**src/hw/rtl/fdcr_pkg.sv**
```systemverilog
// fdcr_pkg: types, constants and helper functions for the frame deviation cut rate detector
// used by the controller, datapath, top level and testbench; depends on nothing
package fdcr_pkg;

   localparam int SUM_W = 31;
   localparam int DEV_W = 31;
   localparam int CFG_W = 8;
   localparam int FIB_W = 6;
   localparam int CSR_ADDR_W = 2;
   localparam int ROOT_W = 64;

   localparam logic [SUM_W-1:0] SUM_MAX = {SUM_W{1'b1}};
   localparam logic [CFG_W-1:0] CUT_MAX = {CFG_W{1'b1}};

   localparam logic [CSR_ADDR_W-1:0] CFG_REPORT_PERIOD = 2'd0;
   localparam logic [CSR_ADDR_W-1:0] CFG_HIGH_CUT_LIMIT = 2'd1;
   localparam logic [CFG_W-1:0] REPORT_PERIOD_RST = 8'd15;
   localparam logic [CFG_W-1:0] HIGH_CUT_LIMIT_RST = 8'd5;

   localparam logic [31:0] POW10 [9] = '{
      32'd10, 32'd100, 32'd1000, 32'd10000, 32'd100000, 32'd1000000,
      32'd10000000, 32'd100000000, 32'd1000000000
   };

   typedef struct packed {
      logic [7:0] blue;
      logic [7:0] green;
      logic [7:0] red;
      logic       last_of_frame;
      logic       last_of_batch;
   } req_type;

   typedef struct packed {
      logic [DEV_W-1:0] deviation;
      logic             cut_found;
      logic             report_valid;
      logic             high_cut_rate;
      logic [FIB_W-1:0] frames_in_batch;
      logic             batch_overflow;
   } rsp_type;

   typedef struct packed {
      logic pix;      // take a pixel
      logic chk;      // batch closed: arm mean divide
      logic step;     // one divider step
      logic mean_ld;  // latch mean, start square loop
      logic rd;       // issue frame sum read
      logic df;       // absolute difference
      logic mul;      // square
      logic acc;      // accumulate, advance index
      logic var_init; // arm variance divide
      logic var_ld;   // latch variance, start root
      logic root;     // one root step
      logic fin;      // publish result
   } cmd_type;

   typedef struct packed {
      logic small_n;
      logic div_done;
      logic loop_last;
      logic root_done;
      logic rsp_valid;
   } sts_type;

   // 1 for 0..9, up to 10
   function automatic logic [3:0] digit_count(input logic [DEV_W-1:0] x);
      logic [3:0] d;
      d = 4'd1;
      for (int k = 0; k < 9; k++) begin
         if ({1'b0, x} >= POW10[k]) d = d + 4'd1;
      end
      return d;
   endfunction

endpackage

```
**src/hw/rtl/fdcr_ram.sv**
```systemverilog
// fdcr_ram: generic simple dual port ram, one write port, one registered read port
// no dependencies
module fdcr_ram #(
   parameter int WIDTH = 31,
   parameter int DEPTH = 32
) (
   input  logic                     clock,
   input  logic                     wr_en,
   input  logic [$clog2(DEPTH)-1:0] wr_addr,
   input  logic [WIDTH-1:0]         wr_data,
   input  logic                     rd_en,
   input  logic [$clog2(DEPTH)-1:0] rd_addr,
   output logic [WIDTH-1:0]         rd_data
);

   logic [WIDTH-1:0] mem_ff [DEPTH];
   logic [WIDTH-1:0] rd_data_ff;

   always_ff @(posedge clock) begin
      if (wr_en) mem_ff[wr_addr] <= wr_data;
      if (rd_en) rd_data_ff <= mem_ff[rd_addr];
   end

   assign rd_data = rd_data_ff;

endmodule

```
**src/hw/rtl/fdcr_ctrl.sv**
```systemverilog
// fdcr_ctrl: sequencer for pixel intake and batch statistics
// depends on fdcr_pkg
module fdcr_ctrl (
   input  logic              clock,
   input  logic              reset,
   input  logic              req_valid,
   input  logic              req_last_of_batch,
   output logic              req_ready,
   input  fdcr_pkg::sts_type sts,
   output fdcr_pkg::cmd_type cmd
);

   localparam logic [3:0] ST_IDLE = 4'd0;
   localparam logic [3:0] ST_CHK  = 4'd1;
   localparam logic [3:0] ST_MDIV = 4'd2;
   localparam logic [3:0] ST_RD   = 4'd3;
   localparam logic [3:0] ST_DF   = 4'd4;
   localparam logic [3:0] ST_MUL  = 4'd5;
   localparam logic [3:0] ST_ACC  = 4'd6;
   localparam logic [3:0] ST_VI   = 4'd7;
   localparam logic [3:0] ST_VDIV = 4'd8;
   localparam logic [3:0] ST_ROOT = 4'd9;
   localparam logic [3:0] ST_FIN  = 4'd10;

   logic [3:0] state_ff, state_in;

   // a batch end waits until the previous result is gone
   assign req_ready = (state_ff == ST_IDLE) && (!sts.rsp_valid || !req_last_of_batch);

   always_comb begin
      cmd = '0;
      state_in = state_ff;
      unique case (state_ff)
         ST_IDLE: begin
            if (req_valid && req_ready) begin
               cmd.pix = 1'b1;
               if (req_last_of_batch) state_in = ST_CHK;
            end
         end
         ST_CHK: begin
            cmd.chk = 1'b1;
            state_in = sts.small_n ? ST_FIN : ST_MDIV;
         end
         ST_MDIV: begin
            if (sts.div_done) begin
               cmd.mean_ld = 1'b1;
               state_in = ST_RD;
            end else begin
               cmd.step = 1'b1;
            end
         end
         ST_RD: begin
            cmd.rd = 1'b1;
            state_in = ST_DF;
         end
         ST_DF: begin
            cmd.df = 1'b1;
            state_in = ST_MUL;
         end
         ST_MUL: begin
            cmd.mul = 1'b1;
            state_in = ST_ACC;
         end
         ST_ACC: begin
            cmd.acc = 1'b1;
            state_in = sts.loop_last ? ST_VI : ST_RD;
         end
         ST_VI: begin
            cmd.var_init = 1'b1;
            state_in = ST_VDIV;
         end
         ST_VDIV: begin
            if (sts.div_done) begin
               cmd.var_ld = 1'b1;
               state_in = ST_ROOT;
            end else begin
               cmd.step = 1'b1;
            end
         end
         ST_ROOT: begin
            if (sts.root_done) state_in = ST_FIN;
            else cmd.root = 1'b1;
         end
         ST_FIN: begin
            cmd.fin = 1'b1;
            state_in = ST_IDLE;
         end
         default: state_in = ST_IDLE;
      endcase
   end

   always_ff @(posedge clock) begin
      if (reset) state_ff <= ST_IDLE;
      else state_ff <= state_in;
   end

endmodule

```
**src/hw/rtl/fdcr_datapath.sv**
```systemverilog
// fdcr_datapath: frame sums, shared divider, square accumulator, root unit, cut logic
// depends on fdcr_pkg and fdcr_ram
module fdcr_datapath #(
   parameter int MAX_FRAMES = 32
) (
   input  logic                                clock,
   input  logic                                reset,
   input  fdcr_pkg::req_type                   req_data,
   input  logic                                csr_wr_en,
   input  logic [fdcr_pkg::CSR_ADDR_W-1:0]     csr_addr,
   input  logic [fdcr_pkg::CFG_W-1:0]          csr_wr_data,
   input  fdcr_pkg::cmd_type                   cmd,
   output fdcr_pkg::sts_type                   sts,
   output logic                                rsp_valid,
   input  logic                                rsp_ready,
   output fdcr_pkg::rsp_type                   rsp_data
);

   localparam int SUM_W = fdcr_pkg::SUM_W;
   localparam int CNT_W = $clog2(MAX_FRAMES + 1);
   localparam int AW = $clog2(MAX_FRAMES);
   localparam int TOT_W = SUM_W + CNT_W;
   localparam int SQ_W = 2 * SUM_W;
   localparam int ACC_W = SQ_W + CNT_W;
   localparam int DVS_W = CNT_W;
   localparam int DI_W = $clog2(ACC_W + 1);
   localparam int RW = fdcr_pkg::ROOT_W;
   localparam int CW = fdcr_pkg::CFG_W;

   logic [SUM_W-1:0] pix_acc_ff, pix_acc_in;
   logic [CNT_W-1:0] cnt_ff, cnt_in;
   logic [TOT_W-1:0] total_ff, total_in;
   logic             ovf_ff, ovf_in;
   logic [CW-1:0]    period_ff, limit_ff;
   logic [SUM_W-1:0] prior_ff, prior_in;
   logic [CW-1:0]    cut_ff, cut_in;
   logic [CW-1:0]    bcnt_ff, bcnt_in;

   logic [ACC_W-1:0] num_ff;
   logic [DVS_W:0]   rem_ff;
   logic [DVS_W-1:0] dvs_ff;
   logic [DI_W-1:0]  div_i_ff;
   logic [SUM_W-1:0] mean_ff;
   logic [CNT_W-1:0] idx_ff;
   logic [SUM_W-1:0] diff_ff;
   logic [SQ_W-1:0]  sq_ff;
   logic [ACC_W-1:0] sq_acc_ff;
   logic [RW-1:0]    v_ff, r_ff, bit_ff;

   logic                rsp_valid_ff;
   fdcr_pkg::rsp_type   rsp_ff;

   // pixel path
   logic [9:0]       px;
   logic [SUM_W:0]   px_sum;
   logic [SUM_W-1:0] frame_sum;
   logic             frame_end, store_en;

   assign px = 10'(req_data.blue) + 10'(req_data.green) + 10'(req_data.red);
   assign px_sum = (SUM_W+1)'(pix_acc_ff) + (SUM_W+1)'(px);
   assign frame_sum = (px_sum > (SUM_W+1)'(fdcr_pkg::SUM_MAX)) ? fdcr_pkg::SUM_MAX
                                                               : px_sum[SUM_W-1:0];
   assign frame_end = req_data.last_of_frame || req_data.last_of_batch;
   assign store_en = cmd.pix && frame_end && (cnt_ff < CNT_W'(MAX_FRAMES));

   logic [SUM_W-1:0] ram_q;

   fdcr_ram #(.WIDTH(SUM_W), .DEPTH(MAX_FRAMES)) u_store (
      .clock   (clock),
      .wr_en   (store_en),
      .wr_addr (cnt_ff[AW-1:0]),
      .wr_data (frame_sum),
      .rd_en   (cmd.rd),
      .rd_addr (idx_ff[AW-1:0]),
      .rd_data (ram_q)
   );

   // divider step
   logic [DVS_W:0] rem_sh;
   logic           q_bit;
   assign rem_sh = {rem_ff[DVS_W-1:0], num_ff[ACC_W-1]};
   assign q_bit = rem_sh >= {1'b0, dvs_ff};

   // root step
   logic [RW-1:0] r_plus;
   assign r_plus = r_ff + bit_ff;

   // finish logic
   logic [SUM_W-1:0] dev, dev_diff;
   logic [3:0]       d1, d2, d3, lim;
   logic             rep, high, cut;
   logic [CW-1:0]    cut_base;
   logic [CNT_W+5:0] cnt_ext;

   always_comb begin
      if (sts.small_n) dev = '0;
      else if (r_ff > RW'(fdcr_pkg::SUM_MAX)) dev = fdcr_pkg::SUM_MAX;
      else dev = r_ff[SUM_W-1:0];
      dev_diff = (prior_ff >= dev) ? prior_ff - dev : dev - prior_ff;
      d1 = fdcr_pkg::digit_count(prior_ff);
      d2 = fdcr_pkg::digit_count(dev);
      d3 = fdcr_pkg::digit_count(dev_diff);
      lim = (d1 < d2) ? d1 : d2;
      rep = bcnt_ff >= period_ff;
      high = rep && (cut_ff > limit_ff);
      cut_base = rep ? '0 : cut_ff;
      cut = (prior_ff != '0) && (d3 > lim);
      cnt_ext = (CNT_W+6)'(cnt_ff);
   end

   always_comb begin
      pix_acc_in = pix_acc_ff;
      cnt_in = cnt_ff;
      total_in = total_ff;
      ovf_in = ovf_ff;
      prior_in = prior_ff;
      cut_in = cut_ff;
      bcnt_in = bcnt_ff;
      if (cmd.pix) begin
         pix_acc_in = frame_sum;
         if (frame_end) begin
            pix_acc_in = '0;
            if (store_en) begin
               cnt_in = cnt_ff + CNT_W'(1);
               total_in = total_ff + TOT_W'(frame_sum);
            end else begin
               ovf_in = 1'b1;
            end
         end
      end
      if (cmd.fin) begin
         cnt_in = '0;
         total_in = '0;
         ovf_in = 1'b0;
         prior_in = dev;
         bcnt_in = (rep ? '0 : bcnt_ff) + CW'(1);
         cut_in = (cut && cut_base != fdcr_pkg::CUT_MAX) ? cut_base + CW'(1) : cut_base;
      end
   end

   always_ff @(posedge clock) begin
      if (reset) begin
         pix_acc_ff <= '0;
         cnt_ff <= '0;
         total_ff <= '0;
         ovf_ff <= 1'b0;
         prior_ff <= '0;
         cut_ff <= '0;
         bcnt_ff <= '0;
         period_ff <= fdcr_pkg::REPORT_PERIOD_RST;
         limit_ff <= fdcr_pkg::HIGH_CUT_LIMIT_RST;
         rsp_valid_ff <= 1'b0;
         div_i_ff <= '0;
      end else begin
         pix_acc_ff <= pix_acc_in;
         cnt_ff <= cnt_in;
         total_ff <= total_in;
         ovf_ff <= ovf_in;
         prior_ff <= prior_in;
         cut_ff <= cut_in;
         bcnt_ff <= bcnt_in;
         if (csr_wr_en) begin
            unique case (csr_addr)
               fdcr_pkg::CFG_REPORT_PERIOD:  period_ff <= csr_wr_data;
               fdcr_pkg::CFG_HIGH_CUT_LIMIT: limit_ff <= csr_wr_data;
               default: ;
            endcase
         end
         if (cmd.fin) rsp_valid_ff <= 1'b1;
         else if (rsp_ready) rsp_valid_ff <= 1'b0;
         if (cmd.chk || cmd.var_init) div_i_ff <= DI_W'(ACC_W);
         else if (cmd.step) div_i_ff <= div_i_ff - DI_W'(1);
      end
   end

   // payload registers
   always_ff @(posedge clock) begin
      if (cmd.chk) begin
         num_ff <= ACC_W'(total_ff);
         rem_ff <= '0;
         dvs_ff <= cnt_ff;
         r_ff <= '0;
      end else if (cmd.var_init) begin
         num_ff <= sq_acc_ff;
         rem_ff <= '0;
         dvs_ff <= cnt_ff - CNT_W'(1);
      end else if (cmd.step) begin
         num_ff <= {num_ff[ACC_W-2:0], q_bit};
         rem_ff <= q_bit ? rem_sh - {1'b0, dvs_ff} : rem_sh;
      end
      if (cmd.mean_ld) begin
         mean_ff <= num_ff[SUM_W-1:0];
         idx_ff <= '0;
         sq_acc_ff <= '0;
      end
      if (cmd.df) diff_ff <= (ram_q >= mean_ff) ? ram_q - mean_ff : mean_ff - ram_q;
      if (cmd.mul) sq_ff <= diff_ff * diff_ff;
      if (cmd.acc) begin
         sq_acc_ff <= sq_acc_ff + ACC_W'(sq_ff);
         idx_ff <= idx_ff + CNT_W'(1);
      end
      if (cmd.var_ld) begin
         // quotient saturates to 64 bits
         v_ff <= ((num_ff >> RW) != '0) ? {RW{1'b1}} : num_ff[RW-1:0];
         r_ff <= '0;
         bit_ff <= RW'(1) << (RW - 2);
      end else if (cmd.root) begin
         if (v_ff >= r_plus) begin
            v_ff <= v_ff - r_plus;
            r_ff <= (r_ff >> 1) + bit_ff;
         end else begin
            r_ff <= r_ff >> 1;
         end
         bit_ff <= bit_ff >> 2;
      end
      if (cmd.fin) begin
         rsp_ff.deviation <= dev;
         rsp_ff.cut_found <= cut;
         rsp_ff.report_valid <= rep;
         rsp_ff.high_cut_rate <= high;
         rsp_ff.frames_in_batch <= cnt_ext[fdcr_pkg::FIB_W-1:0];
         rsp_ff.batch_overflow <= ovf_ff;
      end
   end

   assign sts.small_n = cnt_ff < CNT_W'(2);
   assign sts.div_done = div_i_ff == '0;
   assign sts.loop_last = (idx_ff + CNT_W'(1)) == cnt_ff;
   assign sts.root_done = bit_ff == '0;
   assign sts.rsp_valid = rsp_valid_ff;

   assign rsp_valid = rsp_valid_ff;
   assign rsp_data = rsp_ff;

endmodule

```
**src/hw/rtl/frame_deviation_cut_rate_detector.sv**
```systemverilog
// frame_deviation_cut_rate_detector: top level, controller plus datapath
// depends on fdcr_pkg, fdcr_ctrl, fdcr_datapath, fdcr_ram
//
// Pixels are taken one per cycle. A pixel that closes a batch starts the statistics
// pass, during which no pixel is taken. A batch that stores fewer than two frames
// goes straight from the check to the result. A larger batch runs two divides on
// one shared bit-serial divider (mean, then variance), each 62 + clog2(cap+1)
// steps, a squared-difference loop over the stored frames (ram read, difference,
// multiply, accumulate), 32 root steps, and the check, variance set-up and
// finish states. The result register lets pixels flow while the result waits;
// only the next batch end holds off until it is taken.
module frame_deviation_cut_rate_detector #(
   parameter int MAX_FRAMES = 32
) (
   input  logic                            clock,
   input  logic                            reset,
   input  logic                            req_valid,
   output logic                            req_ready,
   input  fdcr_pkg::req_type               req_data,
   output logic                            rsp_valid,
   input  logic                            rsp_ready,
   output fdcr_pkg::rsp_type               rsp_data,
   input  logic                            csr_wr_en,
   input  logic [fdcr_pkg::CSR_ADDR_W-1:0] csr_addr,
   input  logic [fdcr_pkg::CFG_W-1:0]      csr_wr_data
);

   fdcr_pkg::cmd_type cmd;
   fdcr_pkg::sts_type sts;

   fdcr_ctrl u_ctrl (
      .clock             (clock),
      .reset             (reset),
      .req_valid         (req_valid),
      .req_last_of_batch (req_data.last_of_batch),
      .req_ready         (req_ready),
      .sts               (sts),
      .cmd               (cmd)
   );

   fdcr_datapath #(.MAX_FRAMES(MAX_FRAMES)) u_dp (
      .clock       (clock),
      .reset       (reset),
      .req_data    (req_data),
      .csr_wr_en   (csr_wr_en),
      .csr_addr    (csr_addr),
      .csr_wr_data (csr_wr_data),
      .cmd         (cmd),
      .sts         (sts),
      .rsp_valid   (rsp_valid),
      .rsp_ready   (rsp_ready),
      .rsp_data    (rsp_data)
   );

endmodule

```
**config.mk**
```make
export PLATFORM = sky130hd
export DESIGN_NAME = frame_deviation_cut_rate_detector
export DESIGN_NICKNAME = d
export VERILOG_FILES = /design/src/hw/rtl/fdcr_pkg.sv /design/src/hw/rtl/fdcr_ram.sv /design/src/hw/rtl/fdcr_ctrl.sv /design/src/hw/rtl/fdcr_datapath.sv /design/src/hw/rtl/frame_deviation_cut_rate_detector.sv
export SDC_FILE = /design/constraint.sdc
export NUM_CORES = 2
export LEC_CHECK = 0
export ABC_AREA = 0
export BUFFER_PORTS_ARGS = -buffer_cell sky130_fd_sc_hd__buf_2
export CORE_UTILIZATION = 30
export CTS_CLUSTER_DIAMETER = 40
export CTS_CLUSTER_SIZE = 40
export DETAILED_ROUTE_END_ITERATION = 10
export HOLD_SLACK_MARGIN = 0.05
export PLACE_DENSITY = 0.48
export SLEW_MARGIN = 20
export SYNTH_ARGS = -nofsm -noshare
export SYNTH_HDL_FRONTEND = slang
export SYNTH_SLANG_ARGS = --single-unit
```
**constraint.sdc**
```tcl
create_clock -name clock -period 14.3 [get_ports clock]
set_clock_uncertainty 0.05 [all_clocks]
set_input_delay 0.715 -clock clock [delete_from_list [all_inputs] [get_ports clock]]
set_output_delay 0.715 -clock clock [all_outputs]
set_load 0.02 [all_outputs]
```
==> Word level (Yosys, flattened, before mapping) <==
Memory sizes are Yosys's and may differ from the RTL's. A register that Yosys moved wholly into a read port is not among the register bits.
Cells that the tools add are included.
{ "word_totals": {"register_bits": 629, "mem_bits_rw": 992, "in_bits": 41, "output_inout_bits": 43, "elab_cells": 255, "mem_count": 1} }
{ "op_classes": {"n_addsub": 43, "multipliers": 1, "magnitude_cmp": 39, "eq_ne": 18, "mux": 84, "n_bitwise": 1, "n_reduce_logical": 37} }
{ "memory_table": {"columns": ["name", "depth", "width", "rd", "rd_clocked_by_memory_dff", "wr", "line_no", "rtl"], "rows": [
  ["u_dp.u_store.mem_ff", 32, 31, 1, 1, 1, "fdcr_ram.sv:16", "logic [WIDTH-1:0] mem_ff [DEPTH];"]
]} }
{ "op_table": {"columns": ["cell", "n"], "rows": [
  ["64-bit 2-to-1 mux", 7],
  ["68-bit 2-to-1 mux", 4],
  ["31-bit 2-to-1 mux", 6],
  ["4-bit 2-to-1 mux", 31],
  ["31-bit subtractor", 4],
  ["31-bit by 10-bit greater-or-equal comparator with 1-bit output, second input constant", 3],
  ["31-bit by 14-bit greater-or-equal comparator with 1-bit output, second input constant", 3],
  ["31-bit by 17-bit greater-or-equal comparator with 1-bit output, second input constant", 3],
  ["31-bit by 20-bit greater-or-equal comparator with 1-bit output, second input constant", 3],
  ["31-bit by 24-bit greater-or-equal comparator with 1-bit output, second input constant", 3],
  ["31-bit by 27-bit greater-or-equal comparator with 1-bit output, second input constant", 3],
  ["31-bit by 30-bit greater-or-equal comparator with 1-bit output, second input constant", 3],
  ["31-bit by 4-bit greater-or-equal comparator with 1-bit output, second input constant", 3],
  ["31-bit by 7-bit greater-or-equal comparator with 1-bit output, second input constant", 3],
  ["4-bit by 1-bit adder with 4-bit output, second input constant", 21],
  ["68-bit by 62-bit adder with 68-bit output", 1],
  ["68-bit nonzero test", 1],
  ["63-bit by 63-bit adder with 64-bit output", 1],
  ["64-bit by 63-bit adder with 64-bit output", 1],
  ["64-bit greater-or-equal comparator", 1],
  ["64-bit by 31-bit greater-than comparator with 1-bit output, second input constant", 1],
  ["64-bit zero test", 1],
  ["64-bit subtractor", 1],
  ["31-bit greater-or-equal comparator", 2],
  ["other kinds (49)", 113]
]} }

==> Longest topological paths before layout <==
{ "logic_depth": {"word_depth": 27, "ltp_mapped": 55, "ltp_nobuf": 48} }

==> Hierarchy <==
A second synthesis with hierarchy kept.
{ "unflattened": {"cells_unflattened": 10453, "area_unflattened_um2": 112834.5} }
{ "by_module_without_submodules": {"columns": ["mod", "n_inst", "cells_per_inst", "area_per_inst_um2", "seq_area_each_um2"], "rows": [
  ["fdcr_datapath", 1, 8211, 73016.3, 15945.3],
  ["fdcr_ram", 1, 2192, 39474.1, 30719.5],
  ["fdcr_ctrl", 1, 50, 344.1, 80.1]
]} }

==> Worst setup path after synthesis <==
OpenSTA, ideal clock, no wires.
{ "synth_path": {"path_kind": "flip-flop to flip-flop", "start": "reg u_dp.r_ff[43]", "end": "reg u_dp.cut_ff[7]", "setup_time_ps": 128, "arrival_ps": 11933, "required_ps": 14122, "setup_slack_ps": 2189, "stages_incl_launch_ff": 52, "path_buffers": 8, "period_less_slack_ps": 12111, "cell_sequence": "dfxtp_1 buf_4 nor4_4 nand4_2 or3_4 clkbuf_1 clkbuf_1 clkbuf_1 clkbuf_1 clkbuf_1 o21ai_0 inv_1 ha_1 clkbuf_1 nand2_1 nor4_1 nand2_1 nor4_1 (+16 left out) ha_1 a22oi_1 nand2_1 ha_1 mux2_2 ha_1 nor2b_1 o21ai_0 nand2b_1 a21oi_1 a41oi_1 o41a_1 o21a_1 and3_1 nand3_1 or2_2 xnor2_1 nor2_1"} }
{ "synth_via": {"elab_chain_cells": 27, "elab_cells_between_ends": 65, "cone_classes": "add/sub (18); order compare (22); mux (23); reduce/logical (2)"} }
{ "synth_lines": {"columns": ["item", "line_no", "rtl"], "rows": [
  ["start: declaration", "fdcr_datapath.sv:48", "logic [RW-1:0] v_ff, r_ff, bit_ff;"],
  ["start signal: assignment", "fdcr_datapath.sv:210", "r_ff <= (r_ff >> 1) + bit_ff;"],
  ["start signal: assignment", "fdcr_datapath.sv:212", "r_ff <= r_ff >> 1;"],
  ["64-bit by 31-bit greater-than comparator with 1-bit output *", "fdcr_datapath.sv:97", "else if (r_ff > RW'(fdcr_pkg::SUM_MAX)) dev = fdcr_pkg::SUM_MAX;"],
  ["31-bit 2-to-1 mux *", "fdcr_datapath.sv:97", null],
  ["31-bit 2-to-1 mux *", "fdcr_datapath.sv:96", "if (sts.small_n) dev = '0;"],
  ["net u_dp.dev[14]", "fdcr_datapath.sv:89", "logic [SUM_W-1:0] dev, dev_diff;"],
  ["31-bit subtractor (tied with other cells)", "fdcr_datapath.sv:99", "dev_diff = (prior_ff >= dev) ? prior_ff - dev : dev - prior_ff;"],
  ["31-bit 2-to-1 mux or 2-bit 2-to-1 mux (tied branches)", "fdcr_datapath.sv:99, fdcr_pkg.sv:70", null],
  ["31-bit by 4-bit greater-or-equal comparator with 1-bit output or 2-bit by 1-bit adder with 3-bit output (tied branches)", "fdcr_pkg.sv:70", "if ({1'b0, x} >= POW10[k]) d = d + 4'd1;"],
  ["2-bit 2-to-1 mux or 4-bit 2-to-1 mux (tied branches)", "fdcr_pkg.sv:70", null],
  ["(+13 left out)", null, null],
  ["4-bit 2-to-1 mux", "fdcr_pkg.sv:70", null],
  ["4-bit by 1-bit adder with 4-bit output or 4-bit < comparator (tied branches)", "fdcr_pkg.sv:70, fdcr_datapath.sv:103", null],
  ["4-bit 2-to-1 mux, on equally long branches", "fdcr_pkg.sv:70, fdcr_datapath.sv:103", null],
  ["4-bit greater-than comparator *", "fdcr_datapath.sv:107", "cut = (prior_ff != '0) && (d3 > lim);"],
  ["1-bit logical AND *", "fdcr_datapath.sv:107", null],
  ["net u_dp.cut", "fdcr_datapath.sv:91", "logic rep, high, cut;"],
  ["1-bit logical AND *", "fdcr_datapath.sv:137", "cut_in = (cut && cut_base != fdcr_pkg::CUT_MAX) ? cut_base + CW'(1) : cut_base;"],
  ["8-bit 2-to-1 mux *", "fdcr_datapath.sv:137", null],
  ["end signal: assignment", "fdcr_datapath.sv:160", "cut_ff <= cut_in;"],
  ["end: declaration", "fdcr_datapath.sv:36", "logic [CW-1:0] cut_ff, cut_in;"]
]} }
Mark *: on every way through the listed nets, which the timed path passes. The rest lies on a longest branch.
A chain may end at the register's enable or synchronous reset.

==> Worst setup path after layout <==
{ "layout_path": {"start": "reg u_dp.r_ff[49]", "end": "reg u_dp.cut_ff[7]"} }
{ "layout_via": {"elab_chain_cells": 27, "elab_cells_between_ends": 65, "cone_classes": "add/sub (18); order compare (22); mux (23); reduce/logical (2)"} }
{ "layout_lines": {"columns": ["item", "line_no"], "rows": [
  ["64-bit by 31-bit greater-than comparator with 1-bit output *", "fdcr_datapath.sv:97"],
  ["31-bit 2-to-1 mux *", "fdcr_datapath.sv:97"],
  ["31-bit 2-to-1 mux *", "fdcr_datapath.sv:96"],
  ["31-bit subtractor (tied with other cells)", "fdcr_datapath.sv:99"],
  ["31-bit 2-to-1 mux or 2-bit 2-to-1 mux (tied branches)", "fdcr_datapath.sv:99, fdcr_pkg.sv:70"],
  ["31-bit by 4-bit greater-or-equal comparator with 1-bit output or 2-bit by 1-bit adder with 3-bit output (tied branches)", "fdcr_pkg.sv:70"],
  ["2-bit 2-to-1 mux or 4-bit 2-to-1 mux (tied branches)", "fdcr_pkg.sv:70"],
  ["2-bit by 1-bit adder with 3-bit output or 4-bit by 1-bit adder with 4-bit output (tied branches)", "fdcr_pkg.sv:70"],
  ["(+12 left out)", null],
  ["4-bit 2-to-1 mux", "fdcr_pkg.sv:70"],
  ["4-bit by 1-bit adder with 4-bit output or 4-bit < comparator (tied branches)", "fdcr_pkg.sv:70, fdcr_datapath.sv:103"],
  ["4-bit 2-to-1 mux, on equally long branches", "fdcr_pkg.sv:70, fdcr_datapath.sv:103"],
  ["4-bit greater-than comparator *", "fdcr_datapath.sv:107"],
  ["1-bit logical AND *", "fdcr_datapath.sv:107"],
  ["net u_dp.cut", "fdcr_datapath.sv:91"],
  ["1-bit logical AND *", "fdcr_datapath.sv:137"],
  ["8-bit 2-to-1 mux *", "fdcr_datapath.sv:137"]
]} }
Marks and branches as above.

==> results.md <==
- Outcome: finished, final reports clean
- Detailed Place HPWL: 254000 um
- Max-Cap Viols: 0
- Syn_area_per_cell: 11.5 sq um
- Chip width: 612 um
- Final Util: 34.8%
- Die height: 612 um
- Hold Buf Count CTS: 0
- Register clock-pin slew on the reported worst setup and hold paths: 0.04 ns
- Final GP Congestion: 0.903
- Number of synthesized flops with an enable pin: 1368
- Asr flop ratio synth: 0%
- FF+latch count, synth: 1651
- Worst Path Max Fanout: 48
- Antenna Violating Nets Remaining: 0
- Area growth syn-to-layout: 15.1%
- Hold crit path type: in -> reg
- Initial antenna violation count: 16
- First-pass GRT wire length: 539000 um
- Yosys warning count: 0
- Total track usage: 19.3%
- Pin count of the biggest net entering global routing: 130
- WP data arrival: 13.76 ns
- RSZ-0062 raised after global routing: no
- Placed cell area: 0.119 sq mm
- DR DRC count: 0
- Worst-Skew Late Latency: 0.92 ns
- FP Rows: 223
- Vias in the first global route: 79500
- Slew HR: 25.8%
- Final setup margin: 1.19 ns
- # IOs: 84
- Final Cell Area: 0.129 sq mm
- Setup bufs post-CTS: 0
- Routed wire length: 365000 um
- H-tree depth: 5
- Initial core utilization: 30.2%
- Max Clk Rate: 76.3 MHz
- Nets: 11300
- Longest Clk Path Bufs: 4
- Die area: 0.375 sq mm
- Hold path cells: 3
- Setup crit start kind: flop
- GR Overflow Total: 0
- Post-Synthesis Cell Area: 0.112 sq mm
- Critical path's most frequent cell: ha_1
- Reg2reg path depth: 46
- CP Class: reg -> reg
- Layout cells sized above 1: 12.7%
- CP max stage cell: nor4b_1
- Hold Fails Final Rpt: 0
- Core area: 0.370 sq mm
- Syn Inst Count: 9713
- CTS Sinks: 1651
- Worst Path Required: 14.95 ns
- Starting DRT DRC Count: 6019
- CTS Buf Count: 286
- Setup TNS: 0 ns
- CP peak stage delay: 0.71 ns
- Vias: 76300
- Final min period: 13.11 ns
- Initial DRT Pass Iterations: 6
- Port bufs: 83
- Seq/Total Area, Yosys: 41.9%
- Vias per std cell: 5.07
- Slew Limit Fails: 0
- Root Driver: clkbuf_16
- Slew at the pin closest to its max-slew limit: 1.10 ns
- Routed wire per std cell: 24.2 um
- Setup Slack @ Placement: 1.23 ns
- Post-cts sizing count: 0
- Fillers: 36400
- Distinct cell type count after synthesis: 106
- Period utilization: 91.7%
- Most used DFF post-synth: edfxtp_1
- Final setup violation count: 0
- Setup crit end kind: flop
- TritonCTS clock tree: done
[synthesized netlist by cell type (all sizes together), types with 14 or more instances]
library cell	instances	area, sq um
ha	688	8610
nand3	155	781
and4	16	140
a21oi	517	2590
buf	56	263
a41oi	14	123
a221oi	17	166
fa	763	15300
o211ai	23	178
edfxtp	1368	41100
nor2b	73	459
clkbuf	372	1400
nand4	71	450
nor4	40	293
a22oi	27	203
mux2i	111	1140
nor3	118	602
a31o	24	210
a31oi	80	500
inv	1135	4260
o21bai	85	638
mux4	310	6980
a21o	190	1430
o31ai	28	210
nand2b	70	438
xnor2	283	2530
and2	251	1570
xor2	214	1890
dfxtp	283	5670
nand2	829	3110
o21ai	425	2130
nor2	561	2110
mux2	51	574
a211oi	77	583
and3	48	300
a21boi	21	158
o21a	44	330
or3	35	224
or4	17	128
or2	25	156
[final cells by class]
class                           count  area [sq um]  area share [%]
Clock inverter                    204          2400            1.87
Multi-Input combinational cell   6497         59400            46.2
Antenna cell                        5          12.5         0.00974
Inverter                         1138          4270            3.32
Sequential cell                  1651         46700            36.4
Clock buffer                      321          7490            5.83
Timing Repair Buffer              282          1980            1.54
Tap cell                         4950          6190            4.82
[worst max-delay path: cells and delay by family, from the launching register on]
kind                     cells  cell delay, ns
multiplexers                 3            0.82
flip-flops                   1            0.42
AND/OR/NAND/NOR             20            6.30
buffers and inverters        3            0.43
XOR/XNOR                     4            0.61
AO/OA/AOI/OAI               10            2.28
adder cells (fa/ha/maj)      6            2.02
[flip-flops by register name (all words and copies together) (netlist names), 31 cells and up]
name / flops
u_dp.diff_ff: 31
u_dp.v_ff: 64
u_dp.pix_acc_ff: 31
u_dp.num_ff: 68
u_dp.u_store.mem_ff: 992
u_dp.mean_ff: 31
u_dp.prior_ff: 31
u_dp.rsp_data: 41
u_dp.r_ff: 64
u_dp.bit_ff: 32
u_dp.u_store.rd_data: 31
u_dp.sq_acc_ff: 68
u_dp.total_ff: 37
u_dp.sq_ff: 61
[worst paths after layout]
path	start	to	slack, ns
worst min register to register	u_dp.pix_acc_ff[4]$_SDFFE_PP0P_	u_dp.pix_acc_ff[4]$_SDFFE_PP0P_	0.41
worst min-delay path	csr_wr_data[4]	u_dp.period_ff[4]$_SDFFE_PP0P_	0.12
worst max register to register	u_dp.r_ff[49]$_SDFFE_PP0P_	u_dp.cut_ff[7]$_SDFFE_PP0P_	1.19
worst max-delay path	u_dp.r_ff[49]$_SDFFE_PP0P_	u_dp.cut_ff[7]$_SDFFE_PP0P_	1.19
[through the flow]
| step | instances | hold WS [ns] |
|---|---|---|
| finish | 15000 | 0.118 |
| global route | 15000 | 0.112 |
| floorplan | 9714 | 0.356 |
| detailed placement | 14500 | 0.401 |
| global placement | 14500 | 0.393 |
| CTS | 15000 | 0.0635 |
[layer usage]
metal | wire length, um | vias to the layer above | GRT usage (%)
met1 | 160000 | 39300 | 25.8
met4 | 13000 | 4 | 6.22
li1 | - | 34500 | -
met3 | 18500 | 494 | 2.72
met2 | 174000 | 2019 | 32.2
met5 | 23 | - | 0
[cell families after synthesis]
family	count (synthesis)	synth area share [%]
other	1	0.00336
multiplexers	472	7.79
adder cells (fa/ha/maj)	1451	21.4
AND/OR/NAND/NOR	2347	9.93
buffers and inverters	1566	5.31
XOR/XNOR	498	3.98
flip-flops	1651	41.9
AO/OA/AOI/OAI	1727	9.72
[cells in the final DEF, fill, tap and decap left out, types with 212 or more instances in the layout]
| cell | count |
|---|---|
| edfxtp_1 | 1368 |
| inv_1 | 1135 |
| nand2_1 | 817 |
| fa_1 | 763 |
| ha_1 | 688 |
| nor2_1 | 525 |
| a21oi_1 | 517 |
| o21ai_0 | 413 |
| mux4_2 | 310 |
| clkbuf_16 | 293 |
| dfxtp_1 | 283 |
| xnor2_1 | 277 |
| and2_1 | 249 |
| xor2_1 | 212 |
Power is not shown: default switching activity piles up to over one toggle a cycle in this logic, so the estimate is an artifact.
